[config.mk]
export PLATFORM = sky130hd
export DESIGN_NAME = serial_command_packet_engine_top
export DESIGN_NICKNAME = d
export VERILOG_FILES = /design/src/hw/rtl/scpe_pkg.sv /design/src/hw/rtl/scpe_store.sv /design/src/hw/rtl/scpe_rx.sv /design/src/hw/rtl/scpe_tx.sv /design/src/hw/rtl/serial_command_packet_engine_top.sv
export SDC_FILE = /design/constraint.sdc
export NUM_CORES = 1
export LEC_CHECK = 0
export BUFFER_PORTS_ARGS = -buffer_cell sky130_fd_sc_hd__buf_4
export CAP_MARGIN = 20
export CELL_PAD_IN_SITES_DETAIL_PLACEMENT = 0
export CELL_PAD_IN_SITES_GLOBAL_PLACEMENT = 2
export CORE_UTILIZATION = 39
export DETAILED_ROUTE_END_ITERATION = 12
export GPL_ROUTABILITY_DRIVEN = 0
export PLACE_DENSITY_LB_ADDON = 0.1
export SLEW_MARGIN = 5
export SYNTH_ARGS = -nofsm -noshare
export SYNTH_HDL_FRONTEND = slang
export SYNTH_HIERARCHICAL = 1
export SYNTH_SLANG_ARGS = --single-unit
[constraint.sdc]
create_clock -name i_clk -period 3.73 [get_ports i_clk]
set_input_delay 0.746 -clock i_clk [delete_from_list [all_inputs] [get_ports i_clk]]
set_output_delay 0.746 -clock i_clk [all_outputs]
set_load 0.02 [all_outputs]
[src/hw/rtl/scpe_pkg.sv]
// shared types, byte codes and reply table of the serial command packet engine
`timescale 1ns / 1ps

package scpe_pkg;

    // framing and reply bytes
    localparam logic [7:0] START_BYTE  = 8'h2E;
    localparam logic [7:0] REPLY_CONF  = 8'hB0;
    localparam logic [7:0] LED_ON_ST   = 8'hF1;
    localparam logic [7:0] LED_OFF_ST  = 8'hF0;
    localparam logic [7:0] TAIL_FIRST  = 8'h0A;
    localparam logic [7:0] TAIL_SECOND = 8'h0B;
    localparam logic [7:0] FW_REV_BYTE = 8'h08;

    // header layout and fixed overhead of a packet
    localparam int HDR_CONF    = 1;
    localparam int HDR_CODE    = 2;
    localparam int HDR_LEN_HI  = 3;
    localparam int HDR_LEN_LO  = 4;
    localparam int CMD_LED_NUM = 5;
    localparam int CMD_ACTION  = 6;
    localparam int CMD_ARG_HI  = 7;
    localparam int CMD_ARG_LO  = 8;
    localparam int PKT_EXTRA   = 7;
    localparam logic [7:0] LED_NUM_BASE = 8'd3;

    // command codes
    localparam logic [7:0] CODE_ECHO = 8'h00;
    localparam logic [7:0] CODE_FW   = 8'h01;
    localparam logic [7:0] CODE_LED  = 8'h02;

    // led actions and set values
    localparam logic [7:0] ACT_GET   = 8'h00;
    localparam logic [7:0] ACT_SET   = 8'h01;
    localparam logic [7:0] ACT_BLINK = 8'h02;
    localparam logic [7:0] SET_OFF    = 8'h00;
    localparam logic [7:0] SET_ON     = 8'h01;
    localparam logic [7:0] SET_TOGGLE = 8'h02;

    // input item kinds
    localparam logic REQ_BYTE = 1'b0;
    localparam logic REQ_TICK = 1'b1;

    // job kinds handed from receiver to transmitter
    localparam logic [1:0] JOB_STATUS = 2'd0;
    localparam logic [1:0] JOB_ECHO   = 2'd1;
    localparam logic [1:0] JOB_FW     = 2'd2;
    localparam logic [1:0] JOB_GET    = 2'd3;

    // index of the final byte of each fixed reply
    localparam logic [3:0] FW_LAST  = 4'd8;
    localparam logic [3:0] GET_LAST = 4'd9;

    typedef struct packed {
        logic [1:0] kind;
        logic [7:0] idx;
        logic       on;
        logic [7:0] led;
    } t_job;

    // byte i of the firmware or led-get reply
    function automatic logic [7:0] reply_byte(input logic [1:0] kind, input logic [3:0] i,
                                              input logic [7:0] idx, input logic on);
        logic       fw;
        logic [7:0] st;
        fw = (kind == JOB_FW);
        st = on ? LED_ON_ST : LED_OFF_ST;
        case (i)
            4'd0:    reply_byte = START_BYTE;
            4'd1:    reply_byte = REPLY_CONF;
            4'd2:    reply_byte = fw ? CODE_FW : CODE_LED;
            4'd3:    reply_byte = 8'h00;
            4'd4:    reply_byte = fw ? 8'h02 : 8'h03;
            4'd5:    reply_byte = fw ? 8'h00 : idx;
            4'd6:    reply_byte = fw ? FW_REV_BYTE : 8'h00;
            4'd7:    reply_byte = fw ? TAIL_FIRST : st;
            4'd8:    reply_byte = fw ? TAIL_SECOND : TAIL_FIRST;
            4'd9:    reply_byte = TAIL_SECOND;
            default: reply_byte = 8'h00;
        endcase
    endfunction

endpackage

[src/hw/rtl/scpe_store.sv]
// packet byte store: one write port, one registered read port
`timescale 1ns / 1ps

module scpe_store #(
    parameter int BUF_DEPTH = 64,
    parameter int ADDR_W    = 6
) (
    input  logic              i_clk,
    input  logic              i_we,
    input  logic [ADDR_W-1:0] i_waddr,
    input  logic [7:0]        i_wdata,
    input  logic              i_re,
    input  logic [ADDR_W-1:0] i_raddr,
    output logic [7:0]        o_rdata
);

    logic [7:0] r_mem [BUF_DEPTH];
    logic [7:0] r_rdata;

    // write port
    always_ff @(posedge i_clk) begin
        if (i_we) begin
            r_mem[i_waddr] <= i_wdata;
        end
    end

    // read port, registered, updated while i_re is high
    always_ff @(posedge i_clk) begin
        if (i_re) begin
            r_rdata <= r_mem[i_raddr];
        end
    end

    assign o_rdata = r_rdata;

endmodule

[src/hw/rtl/scpe_rx.sv]
// receive framing, command decode, led and blink state
`timescale 1ns / 1ps

module scpe_rx #(
    parameter int BUF_DEPTH = 64,
    parameter int ADDR_W    = 6,
    parameter int POS_W     = 7
) (
    input  logic               i_clk,
    input  logic               i_rst_n,
    input  logic               i_accept,
    input  logic               i_req_type,
    input  logic [7:0]         i_rx_byte,
    output logic               o_we,
    output logic [ADDR_W-1:0]  o_waddr,
    output logic [7:0]         o_wdata,
    output scpe_pkg::t_job     o_job,
    output logic [POS_W-1:0]   o_len
);

    import scpe_pkg::*;

    localparam logic [15:0] MAX_PLEN = 16'(BUF_DEPTH - PKT_EXTRA);

    logic [POS_W-1:0] r_pos, n_pos;
    logic [POS_W-1:0] r_len, n_len;
    logic [7:0]       r_conf, n_conf;
    logic [7:0]       r_code, n_code;
    logic [7:0]       r_len_hi, n_len_hi;
    logic [7:0]       r_b5, n_b5;
    logic [7:0]       r_b6, n_b6;
    logic [7:0]       r_b7, n_b7;
    logic [7:0]       r_b8, n_b8;
    logic [7:0]       r_led, n_led;
    logic             r_blink, n_blink;
    logic [2:0]       r_bidx, n_bidx;
    logic [14:0]      r_half, n_half;
    logic [14:0]      r_tick, n_tick;

    logic [14:0]      tick_inc;
    logic [15:0]      plen;
    logic [POS_W-1:0] pos_inc;
    logic [7:0]       e6, e7, e8;
    logic [7:0]       led_idx;
    logic             idx_ok;
    logic [7:0]       led_mask;
    logic [15:0]      speed;
    logic             is_req;

    // state registers
    always_ff @(posedge i_clk) begin
        if (!i_rst_n) begin
            r_pos    <= '0;
            r_len    <= '0;
            r_led    <= '0;
            r_blink  <= 1'b0;
            r_bidx   <= '0;
            r_half   <= '0;
            r_tick   <= '0;
        end else begin
            r_pos    <= n_pos;
            r_len    <= n_len;
            r_led    <= n_led;
            r_blink  <= n_blink;
            r_bidx   <= n_bidx;
            r_half   <= n_half;
            r_tick   <= n_tick;
        end
    end

    // captured header and command bytes
    always_ff @(posedge i_clk) begin
        r_conf   <= n_conf;
        r_code   <= n_code;
        r_len_hi <= n_len_hi;
        r_b5     <= n_b5;
        r_b6     <= n_b6;
        r_b7     <= n_b7;
        r_b8     <= n_b8;
    end

    // command arguments, with the byte arriving now taking the place of its register
    assign e6       = (r_pos == POS_W'(CMD_ACTION)) ? i_rx_byte : r_b6;
    assign e7       = (r_pos == POS_W'(CMD_ARG_HI)) ? i_rx_byte : r_b7;
    assign e8       = (r_pos == POS_W'(CMD_ARG_LO)) ? i_rx_byte : r_b8;
    assign led_idx  = r_b5 - LED_NUM_BASE;
    assign idx_ok   = (led_idx < 8'd8);
    assign led_mask = idx_ok ? (8'd1 << led_idx[2:0]) : 8'd0;
    assign speed    = {e7, e8};
    assign is_req   = r_conf[6] && !r_conf[7] && !r_conf[5];
    assign tick_inc = r_tick + 15'd1;
    assign plen     = {r_len_hi, i_rx_byte};
    assign pos_inc  = r_pos + POS_W'(1);

    // next state and job for the accepted item
    always_comb begin
        n_pos     = r_pos;
        n_len     = r_len;
        n_conf    = r_conf;
        n_code    = r_code;
        n_len_hi  = r_len_hi;
        n_b5      = r_b5;
        n_b6      = r_b6;
        n_b7      = r_b7;
        n_b8      = r_b8;
        n_led     = r_led;
        n_blink   = r_blink;
        n_bidx    = r_bidx;
        n_half    = r_half;
        n_tick    = r_tick;
        o_we      = 1'b0;
        o_waddr   = r_pos[ADDR_W-1:0];
        o_wdata   = i_rx_byte;
        o_job.kind = JOB_STATUS;
        o_job.idx  = led_idx;
        o_job.on   = |(r_led & led_mask);

        if (i_accept) begin
            if (i_req_type == REQ_TICK) begin
                // blink timer
                if (r_blink) begin
                    if (tick_inc >= r_half) begin
                        n_tick = '0;
                        n_led  = r_led ^ (8'd1 << r_bidx);
                    end else begin
                        n_tick = tick_inc;
                    end
                end
            end else if (r_pos == '0) begin
                // hunt for start byte
                if (i_rx_byte == START_BYTE) begin
                    o_we  = 1'b1;
                    n_pos = POS_W'(1);
                    n_b7  = 8'h00;
                    n_b8  = 8'h00;
                end
            end else begin
                o_we  = 1'b1;
                n_pos = pos_inc;
                // capture the bytes the decoder needs
                if (r_pos == POS_W'(HDR_CONF))    n_conf   = i_rx_byte;
                if (r_pos == POS_W'(HDR_CODE))    n_code   = i_rx_byte;
                if (r_pos == POS_W'(HDR_LEN_HI))  n_len_hi = i_rx_byte;
                if (r_pos == POS_W'(CMD_LED_NUM)) n_b5     = i_rx_byte;
                if (r_pos == POS_W'(CMD_ACTION))  n_b6     = i_rx_byte;
                if (r_pos == POS_W'(CMD_ARG_HI))  n_b7     = i_rx_byte;
                if (r_pos == POS_W'(CMD_ARG_LO))  n_b8     = i_rx_byte;

                if (r_pos == POS_W'(HDR_LEN_LO)) begin
                    // length check, oversized packets are dropped
                    if (plen > MAX_PLEN) begin
                        n_pos = '0;
                    end else begin
                        n_len = plen[POS_W-1:0] + POS_W'(PKT_EXTRA);
                    end
                end else if (r_pos > POS_W'(HDR_LEN_LO) && pos_inc >= r_len) begin
                    // packet complete, decode
                    n_pos = '0;
                    if (is_req) begin
                        case (r_code)
                            CODE_ECHO: o_job.kind = JOB_ECHO;
                            CODE_FW:   o_job.kind = JOB_FW;
                            CODE_LED: begin
                                case (e6)
                                    ACT_GET: o_job.kind = JOB_GET;
                                    ACT_SET: begin
                                        if (e7 == SET_OFF)    n_led = r_led & ~led_mask;
                                        if (e7 == SET_ON)     n_led = r_led | led_mask;
                                        if (e7 == SET_TOGGLE) n_led = r_led ^ led_mask;
                                    end
                                    ACT_BLINK: begin
                                        if (idx_ok) begin
                                            n_half  = speed[15:1];
                                            n_bidx  = led_idx[2:0];
                                            n_blink = |speed[15:1];
                                            n_tick  = '0;
                                        end
                                    end
                                    default: ;
                                endcase
                            end
                            default: ;
                        endcase
                    end
                end
            end
        end
        o_job.led = n_led;
    end

    assign o_len = r_len;

endmodule

[src/hw/rtl/scpe_tx.sv]
// result sequencer: echo reads, fixed replies, status results, output register
`timescale 1ns / 1ps

module scpe_tx #(
    parameter int ADDR_W = 6,
    parameter int POS_W  = 7
) (
    input  logic              i_clk,
    input  logic              i_rst_n,
    input  logic              i_start,
    input  scpe_pkg::t_job    i_job,
    input  logic [POS_W-1:0]  i_len,
    output logic              o_idle,
    output logic              o_re,
    output logic [ADDR_W-1:0] o_raddr,
    input  logic [7:0]        i_rdata,
    output logic              o_valid,
    input  logic              i_ready,
    output logic              o_tx_valid,
    output logic [7:0]        o_tx_byte,
    output logic              o_last,
    output logic [7:0]        o_led
);

    import scpe_pkg::*;

    localparam logic [2:0] S_IDLE    = 3'd0;
    localparam logic [2:0] S_ECHO_RD = 3'd1;
    localparam logic [2:0] S_ECHO_WR = 3'd2;
    localparam logic [2:0] S_REPLY   = 3'd3;
    localparam logic [2:0] S_STATUS  = 3'd4;

    logic [2:0]       r_state, n_state;
    logic [POS_W-1:0] r_cnt, n_cnt;
    t_job             r_job, n_job;
    logic [POS_W-1:0] r_len, n_len;
    logic             r_valid, n_valid;
    logic             r_tx_valid, n_tx_valid;
    logic [7:0]       r_tx_byte, n_tx_byte;
    logic             r_last, n_last;
    logic [7:0]       r_led, n_led;

    logic             slot_free;
    logic             load;
    logic [POS_W-1:0] cnt_inc;
    logic             reply_end;

    assign slot_free = !r_valid || i_ready;
    assign cnt_inc   = r_cnt + POS_W'(1);
    assign reply_end = (r_job.kind == JOB_FW) ? (r_cnt[3:0] == FW_LAST)
                                              : (r_cnt[3:0] == GET_LAST);

    // control registers
    always_ff @(posedge i_clk) begin
        if (!i_rst_n) begin
            r_state <= S_IDLE;
            r_valid <= 1'b0;
        end else begin
            r_state <= n_state;
            r_valid <= n_valid;
        end
    end

    // job and output payload registers
    always_ff @(posedge i_clk) begin
        r_cnt      <= n_cnt;
        r_job      <= n_job;
        r_len      <= n_len;
        r_tx_valid <= n_tx_valid;
        r_tx_byte  <= n_tx_byte;
        r_last     <= n_last;
        r_led      <= n_led;
    end

    // sequencer
    always_comb begin
        n_state    = r_state;
        n_cnt      = r_cnt;
        n_job      = r_job;
        n_len      = r_len;
        n_tx_valid = r_tx_valid;
        n_tx_byte  = r_tx_byte;
        n_last     = r_last;
        n_led      = r_led;
        load       = 1'b0;
        o_re       = 1'b0;
        o_raddr    = r_cnt[ADDR_W-1:0];

        case (r_state)
            S_IDLE: begin
                if (i_start) begin
                    n_job = i_job;
                    n_len = i_len;
                    n_cnt = '0;
                    case (i_job.kind)
                        JOB_ECHO:   n_state = S_ECHO_RD;
                        JOB_FW:     n_state = S_REPLY;
                        JOB_GET:    n_state = S_REPLY;
                        default:    n_state = S_STATUS;
                    endcase
                end
            end
            S_ECHO_RD: begin
                o_re    = 1'b1;
                n_state = S_ECHO_WR;
            end
            S_ECHO_WR: begin
                if (slot_free) begin
                    load       = 1'b1;
                    n_tx_valid = 1'b1;
                    n_tx_byte  = i_rdata;
                    n_last     = (cnt_inc == r_len);
                    n_led      = r_job.led;
                    n_cnt      = cnt_inc;
                    n_state    = (cnt_inc == r_len) ? S_IDLE : S_ECHO_RD;
                end
            end
            S_REPLY: begin
                if (slot_free) begin
                    load       = 1'b1;
                    n_tx_valid = 1'b1;
                    n_tx_byte  = reply_byte(r_job.kind, r_cnt[3:0], r_job.idx, r_job.on);
                    n_last     = reply_end;
                    n_led      = r_job.led;
                    n_cnt      = cnt_inc;
                    n_state    = reply_end ? S_IDLE : S_REPLY;
                end
            end
            S_STATUS: begin
                if (slot_free) begin
                    load       = 1'b1;
                    n_tx_valid = 1'b0;
                    n_tx_byte  = 8'h00;
                    n_last     = 1'b1;
                    n_led      = r_job.led;
                    n_state    = S_IDLE;
                end
            end
            default: n_state = S_IDLE;
        endcase

        // output register occupancy
        if (load) begin
            n_valid = 1'b1;
        end else if (i_ready) begin
            n_valid = 1'b0;
        end else begin
            n_valid = r_valid;
        end
    end

    assign o_idle     = (r_state == S_IDLE);
    assign o_valid    = r_valid;
    assign o_tx_valid = r_tx_valid;
    assign o_tx_byte  = r_tx_byte;
    assign o_last     = r_last;
    assign o_led      = r_led;

endmodule

[src/hw/rtl/serial_command_packet_engine_top.sv]
// top level of the serial command packet engine
`timescale 1ns / 1ps

// Serial command packet engine. Input items are received serial bytes or
// millisecond ticks (tuser = 1); each item yields one or more result items on
// the master side, the final one marked by tlast. An item that gives no reply
// loads one status result (tuser = 0) carrying the led bits. The byte that
// completes a packet triggers its command: an echo reads the packet back from
// the packet store byte by byte, a store read and then a load of the output
// register for each byte; firmware and led-get replies stream out at one byte
// a cycle while the receiver holds tready high, and tready low stalls any
// result. The input side is ready whenever the result sequencer is idle, also
// while the last result still sits in the output register. The packet store
// needs no clearing after reset.
module serial_command_packet_engine_top #(
    parameter int BUF_DEPTH = 64
) (
    input  logic        i_clk,
    input  logic        i_rst_n,
    input  logic        i_s_tvalid,
    output logic        o_s_tready,
    input  logic [7:0]  i_s_tdata,   // [7:0] rx_byte
    input  logic        i_s_tuser,   // [0] req_type
    output logic        o_m_tvalid,
    input  logic        i_m_tready,
    output logic [15:0] o_m_tdata,   // [7:0] tx_byte, [15:8] led_state
    output logic        o_m_tuser,   // [0] tx_valid
    output logic        o_m_tlast    // last
);

    import scpe_pkg::*;

    localparam int ADDR_W = $clog2(BUF_DEPTH);
    localparam int POS_W  = $clog2(BUF_DEPTH + 1);

    logic              accept;
    logic              tx_idle;
    logic              we;
    logic [ADDR_W-1:0] waddr;
    logic [7:0]        wdata;
    logic              re;
    logic [ADDR_W-1:0] raddr;
    logic [7:0]        rdata;
    t_job              job;
    logic [POS_W-1:0]  len;
    logic [7:0]        tx_byte;
    logic [7:0]        led;

    assign o_s_tready = tx_idle;
    assign accept     = i_s_tvalid && tx_idle;

    // framing and command decode
    scpe_rx #(
        .BUF_DEPTH (BUF_DEPTH),
        .ADDR_W    (ADDR_W),
        .POS_W     (POS_W)
    ) u_rx (
        .i_clk      (i_clk),
        .i_rst_n    (i_rst_n),
        .i_accept   (accept),
        .i_req_type (i_s_tuser),
        .i_rx_byte  (i_s_tdata),
        .o_we       (we),
        .o_waddr    (waddr),
        .o_wdata    (wdata),
        .o_job      (job),
        .o_len      (len)
    );

    // packet store
    scpe_store #(
        .BUF_DEPTH (BUF_DEPTH),
        .ADDR_W    (ADDR_W)
    ) u_store (
        .i_clk   (i_clk),
        .i_we    (we),
        .i_waddr (waddr),
        .i_wdata (wdata),
        .i_re    (re),
        .i_raddr (raddr),
        .o_rdata (rdata)
    );

    // result sequencer
    scpe_tx #(
        .ADDR_W (ADDR_W),
        .POS_W  (POS_W)
    ) u_tx (
        .i_clk      (i_clk),
        .i_rst_n    (i_rst_n),
        .i_start    (accept),
        .i_job      (job),
        .i_len      (len),
        .o_idle     (tx_idle),
        .o_re       (re),
        .o_raddr    (raddr),
        .i_rdata    (rdata),
        .o_valid    (o_m_tvalid),
        .i_ready    (i_m_tready),
        .o_tx_valid (o_m_tuser),
        .o_tx_byte  (tx_byte),
        .o_last     (o_m_tlast),
        .o_led      (led)
    );

    assign o_m_tdata = {led, tx_byte};

endmodule

==> flow_summary_export.csv, run 1 <==
group,metric,value,unit
layout,area_growth,15.8,%
setup_path,path_max_fanout,7,
clock_network,post_cts_buffers,0,
clock_network,cts_buffers,75,
timing,maxSlewHeadroom,0.348,
clock_network,cts_max_level,3,
route,vias_per_cell,5.52,
layout,final_nets,2092,
yosys,syn_avg_cell_area,15.9,sq um
timing,min_period_over_period,0.937,
yosys,synthFlopType,"edfxtp_1",
yosys,syn_inst,1854,
setup_path,crit_chain,"ha_1, or4_1, o32ai_1, o221ai_1, nor2_2, nand2_1, ha_1, a21oi_1, o221a_2, nor2_1, or3_1",
timing,holdWs,0.418,ns
clock_network,cts_tree,"done",
route,route.detailed.drc,0,
floorplan,dieArea,76500,sq um
timing,drv_slew,0,
route,wirelength,77000,um
floorplan,fp.dieW,277,um
layout,drive_above_1_share,0.237,
job,timing.max_cap.violations,0,
global_route,grt_pass1_wl,114000,um
yosys,synth_edf_count,621,
yosys,synth_cell_types,81,
route,vias,16800,
route,top_layer,"met5",
floorplan,rows,100,
global_route,grt-ovfl-total,0,
power_and_ir_drop,peakVddDrop,284,uV
layout,seq_area,19800,sq um
clock_network,clk_latency,0.61,ns
route,met3WireLength,3680,um
clock_network,cts_root_buf,"clkbuf_16",
layout,antennaDiodeCount,0,
run_status,status,"finished clean",
setup_path,crit_buf_inv,0,
clock_network,postCtsHoldBufs,0,
power_and_ir_drop,p_leak,11.4,nW
setup_path,critical_path_class,"flip-flop to flip-flop",
route,ant_nets,0,
route,routedWlPerCell,25.3,um
setup_path,critPathArrivalTime,3.84,ns
setup_path,cpLargestDelayFamily,"simple AND/OR/NAND/NOR gates",
global_route,grt_max_degree,76,
floorplan,core_area,74600,sq um
global_route,grt_use_total,0.203,
timing,fin_worst_skew,0.0135,ns
setup_path,start_kind,"flip-flop",
placed_design,dp_hpwl,52600,um
setup_path,max_stage_delay,0.54,ns
layout,final_common_cell,"edfxtp_1",
yosys,async_reset_ff_frac,0,
route,drt_iter0_drc,1354,
power_and_ir_drop,p_per_area,490,nW/um^2
floorplan,boundaryPins,33,
yosys,synth_fp_nets,1930,
route,wl_met1,37500,um
clock_network,cts_resized,0,
route,wl_met2,34200,um
setup_path,cp_common_cell,"ha_1",
timing,hold_violations,0,
placed_design,port_buffers,32,
layout,final_cell_mix,"621 x edfxtp_1, 187 x buf_4, 149 x nor2_1",
yosys,ys_seq_area_frac,0.675,
yosys,syn_area,29400,sq um
setup_path,critPathCaptureType,"flip-flop",
global_route,grt_pass1_vias,17000,
yosys,ys.warnings.count,6,
setup_path,worstPathRequired,4.08,ns
global_route,antenna_found_initial,5,
hold_path,hp-class,"flip-flop to flip-flop",
clock_network,clock-sinks,681,
floorplan,start_util,0.395,
route,first_pass_iters,5,
yosys,ys_ff_latch,681,
timing,setup_viol_count_final,0,
layout,fillers,6553,
floorplan,die_y,277,um
timing,rsz0062_at_grt,"no",
clock_network,clk_transition_reported_paths,0.06,ns
layout,multiInputGateArea,8730,sq um
timing,fin_setup_tns,0,ns
clock_network,clk_path_buf_depth,3,
timing,maxClockFrequency,286,MHz
timing,worst_slew_pin_slew,0.978,ns
setup_path,crit_slowest_cell,"or4_1",
timing,period_needed,3.49,ns
cells in the mapped netlist, drive strengths merged (9+ instances only):
library cell    n  area share
edfxtp        621        0.63
nor2          152       0.020
mux4          124       0.095
nand2          88       0.011
buf            66       0.017
ha             63       0.027
dfxtp          60       0.041
inv            55      0.0070
clkbuf         44      0.0056
mux2i          43       0.015
nand3          43      0.0073
a21oi          37      0.0063
o21ai          32      0.0054
nand2b         31      0.0068
nor2b          30      0.0064
o22ai          26      0.0055
nor3           22      0.0037
xnor2          22      0.0065
mux2           21      0.0080
nor4           19      0.0048
xor2           16      0.0048
a211oi         15      0.0038
a21o           14      0.0036
a31oi          14      0.0030
nand4          14      0.0030
and3           13      0.0029
or3            13      0.0029
or4            13      0.0033
a22oi          12      0.0031
nand3b         11      0.0028
a22o            9      0.0027
or2             9      0.0019
final cells by class:
type                       instances  area share
clock buffer                      89      0.0575
clock inverter                    48      0.0163
tap                              969      0.0356
multi-input combinational       1005       0.256
timing repair buffer             195      0.0455
sequential                       681       0.582
inverter                          58     0.00639
report_power, final:
part / internal (mW) / total, mW / switching [mW]
logic: 0.279 / 0.774 / 0.494
clock network: 4.54 / 7.55 / 3.01
registers: 8.35 / 8.38 / 0.0308
logic make-up (layout without fill, tap and decap cells):
logic type                 count (synthesis)  after routing  synth area share
AOI/OAI and AO/OA                        236            236            0.0572
xor gates and xnor gates                  38             38            0.0113
adders and majority gates                 63             63            0.0268
buffers and inverters                    168            390            0.0298
DFF                                      681            681             0.675
muxes                                    188            188             0.118
and+or+nand+nor                          480            480            0.0826
metal layers:
layer  up-vias  global-route usage
met4         2              0.0560
li1       7586                   -
met1      8771               0.308
met2       357               0.301
met3        90              0.0316
met5         -                   0
worst paths after layout:
kind            startpoint            end  slack (ns)  cells past startpoint
max reg2reg   u_rx/r_b5[0]  u_tx/r_job[4]        0.24                     11
min reg2reg  u_tx/r_job[5]  u_tx/o_led[5]        0.42                      0
min          u_tx/r_job[5]  u_tx/o_led[5]        0.42                      0
max           u_rx/r_b5[0]  u_tx/r_job[4]        0.24                     11
sequential cells by signal (all words and copies together) (netlist names), 8 cells and up:
name and flops:
u_tx/o_led 8, u_rx/r_b6 8, u_rx/r_led 8, u_store/o_rdata 8, u_rx/r_len_hi 8, u_tx/o_tx_byte 8
u_tx/r_job 19, u_rx/r_code 8, u_store/r_mem 512, u_rx/r_half 15, u_rx/r_b5 8, u_rx/r_b7 8
u_rx/r_tick 15
stage by stage:
| stage | worst slack [ns] | util | instance area, sq um | total power, mW | cells |
|---|---|---|---|---|---|
| CTS | 0.0417 | 0.456 | 34000 | 16.9 | 3044 |
| detailed placement | 0.0625 | 0.423 | 31500 | 9.33 | 2907 |
| global route | 0.00284 | 0.457 | 34100 | 17.2 | 3045 |
| global placement | 0.190 | 0.423 | 31500 | 9.32 | 2907 |
| finish | 0.235 | 0.457 | 34100 | 16.7 | 3045 |
| floorplan | 0.0185 | - | 29400 | 8.99 | 1854 |
worst reg2reg max path: cells and delay by family (launching register included):
kind	cells	cell delay [ns]
flops	1	0.39
fa+ha+maj	2	0.50
compound gates	4	0.96
simple gates	5	1.39
No activity file was read; power rests on OpenSTA's default activity.
==> run 2: changes to the inputs <==
--- a/config.mk
+++ b/config.mk
@@ -10,9 +10,12 @@
 export CELL_PAD_IN_SITES_DETAIL_PLACEMENT = 0
 export CELL_PAD_IN_SITES_GLOBAL_PLACEMENT = 2
 export CORE_UTILIZATION = 39
+export CTS_CLUSTER_DIAMETER = 120
+export CTS_CLUSTER_SIZE = 14
 export DETAILED_ROUTE_END_ITERATION = 12
 export GPL_ROUTABILITY_DRIVEN = 0
 export PLACE_DENSITY_LB_ADDON = 0.1
+export RECOVER_POWER = 25
 export SLEW_MARGIN = 5
 export SYNTH_ARGS = -nofsm -noshare
 export SYNTH_HDL_FRONTEND = slang
==> flow_summary_export.csv, run 2 (synthesized netlist as in run 1, its figures left out) <==
group,metric,value,unit
run_status,status,"complete, but fails checks",
run_status,violations,"max-capacitance violations, max-slew violations",
layout,area_growth,12.1,%
setup_path,path_max_fanout,16,
hold_path,hold_start,"u_tx/r_job[5]",
layout,final_cell_area,33000,sq um
global_route,antenna_found_initial,5,
clock_network,clk_latency,0.63,ns
floorplan,start_util,0.395,
setup_path,start_kind,"flip-flop",
floorplan,dieArea,76500,sq um
setup_path,max_stage_delay,0.39,ns
clock_network,cts_buffers,54,
setup_path,rr_worst_depth,13,
route,routedWlPerCell,25.7,um
hold_path,whs_endpoint,"u_tx/o_led[5]",
setup_path,cp_common_cell,"a21o_1",
route,route.detailed.drc,0,
timing,hold_violations,0,
layout,utilization,0.442,
clock_network,cts_max_level,2,
layout,fin_cells,2984,
layout,top_regs,"u_store/r_mem (512), u_tx/r_job (19)",
timing,maxSlewHeadroom,-0.360,
layout,final_cell_mix,"621 x edfxtp_1, 175 x buf_4, 151 x nor2_1",
layout,final_common_cell,"edfxtp_1",
layout,largest_register_ffs,512,
placed_design,post-place-cells,2907,
setup_path,crit_buf_inv,0,
floorplan,core_area,74600,sq um
timing,maxClockFrequency,284,MHz
job,timing.max_cap.violations,4,
power_and_ir_drop,p_leak,10.9,nW
setup_path,worstPathRequired,4.10,ns
setup_path,cpLargestDelayFamily,"simple AND/OR/NAND/NOR gates",
global_route,grt_max_degree,76,
clock_network,clk_transition_reported_paths,0.08,ns
setup_path,crit_slowest_cell,"dfxtp_1",
timing,setup_viol_count_final,0,
setup_path,timing.rr.end,"u_tx/r_job[5]",
power_and_ir_drop,peakVddDrop,321,uV
hold_path,min_path_cells,0,
route,vias_per_cell,5.58,
global_route,grt-ovfl-total,0,
clock_network,clk_path_buf_depth,3,
placed_design,placed_cell_area,31500,sq um
hold_path,hp-class,"flip-flop to flip-flop",
route,wirelength,76600,um
global_route,grt_pass1_wl,113000,um
placed_design,dp_hpwl,52600,um
floorplan,rows,100,
timing,min_period_over_period,0.943,
setup_path,timing.reg2reg.setup_slack,0.21,ns
layout,drive_above_1_share,0.209,
setup_path,crit_chain,"ha_1, and3_1, nand3_1, nor2_1, xor2_1, ha_1, a21o_1, a21o_1, a21o_1, a21oi_1, o21a_2, nor4_1, or3_1",
timing,period_needed,3.52,ns
layout,final_nets,2071,
power_and_ir_drop,p_per_area,436,nW/um^2
timing,worst_slew_pin_slew,2.04,ns
placed_design,port_buffers,32,
global_route,grt_use_total,0.200,
clock_network,cts_tree,"done",
route,first_pass_iters,5,
floorplan,boundaryPins,33,
route,drt_iter0_drc,1209,
floorplan,fp.dieW,277,um
floorplan,die_y,277,um
timing,drv_slew,178,
timing,rsz0062_at_grt,"yes",
clock_network,cts_root_buf,"clkbuf_16",
setup_path,critPathCaptureType,"flip-flop",
global_route,grt_pass1_vias,16600,
layout,top_register,"u_store/r_mem",
route,vias,16600,
route,ant_nets,0,
clock_network,clock-sinks,681,
setup_path,critPathArrivalTime,3.88,ns
timing,fin_worst_skew,0.0209,ns
setup_path,critical_path_class,"flip-flop to flip-flop",
clock_network,postCtsHoldBufs,0,
setup_path,rr_startpoint,"u_rx/r_tick[1]",
run 2: cell types whose count changed in the layout (fill, tap and decap cells not counted), moves of 3 or more:
cell / previous run / this run
buf_4: 187 / 175
bufinv_16: 11 / 0
clkbuf_1: 12 / 28
clkbuf_16: 76 / 54
clkinv_1: 13 / 3
clkinv_2: 18 / 0
inv_6: 3 / 0
run 2: cell type report:
cell class	instances	area (sq um)
inverters	58	218
flip-flops and latches	681	19800
clock buffers	72	1420
fillers	6637	41600
well taps	969	1210
multi-input cells	1005	8720
clock inverters	3	43.8
diodes	1	2.50
repair buffers	195	1510
run 2: routing by layer:
layer	vias to the layer above	GRT usage	share of wire
met4	2	0.0410	0.017
met2	356	0.298	0.44
met1	8706	0.310	0.49
met3	84	0.0305	0.050
met5	-	0	0.00012
li1	7500	-	-
run 2: stage by stage:
stage | setup TNS, ns | worst slack (ns) | hold WS [ns] | total power [mW]
floorplan | 0 | 0.0185 | 0.400 | 8.99
global placement | 0 | 0.190 | 0.416 | 9.32
detailed placement | 0 | 0.0625 | 0.407 | 9.33
CTS | 0 | 0.0481 | 0.401 | 14.6
global route | -0.276 | -0.0620 | 0.429 | 14.9
finish | 0 | 0.214 | 0.423 | 14.4
run 2: how the worst max path moves through the flow:
stage	from	end	slack, ns	cells after the start
after floorplan	u_tx/r_state[2]	u_store/r_mem[33][0]	0.02	11
after global placement	u_rx/r_tick[1]	u_tx/r_job[1]	0.19	13
after detailed placement	u_rx/r_tick[1]	u_tx/r_job[3]	0.06	13
after CTS	u_rx/r_tick[1]	u_tx/r_job[3]	0.05	13
after global routing	u_rx/r_b5[0]	u_tx/r_job[7]	-0.06	11
final	u_rx/r_tick[1]	u_tx/r_job[5]	0.21	13
run 2: where the power goes:
group	internal, mW	switching [mW]
logic	0.274	0.495
clock network	2.64	2.61
registers	8.34	0.0300
run 2: worst register-to-register path, stage by stage, from the launching register on:
cell     delay [ns]
dfxtp_1        0.39
ha_1           0.23
and3_1         0.24
nand3_1        0.23
nor2_1         0.19
xor2_1         0.21
ha_1           0.28
a21o_1         0.16
a21o_1         0.17
a21o_1         0.19
a21oi_1        0.13
o21a_2         0.36
nor4_1         0.13
or3_1          0.37
run 2: what timing repair did:
| action | 4_1_cts | 5_1_grt |
|---|---|---|
| buffers inserted | 0 | 0 |
| endpoints found under the hold margin | 0 | 0 |
| endpoints found under the setup margin | 0 | 26 |
| resized for setup | 0 | 7 |
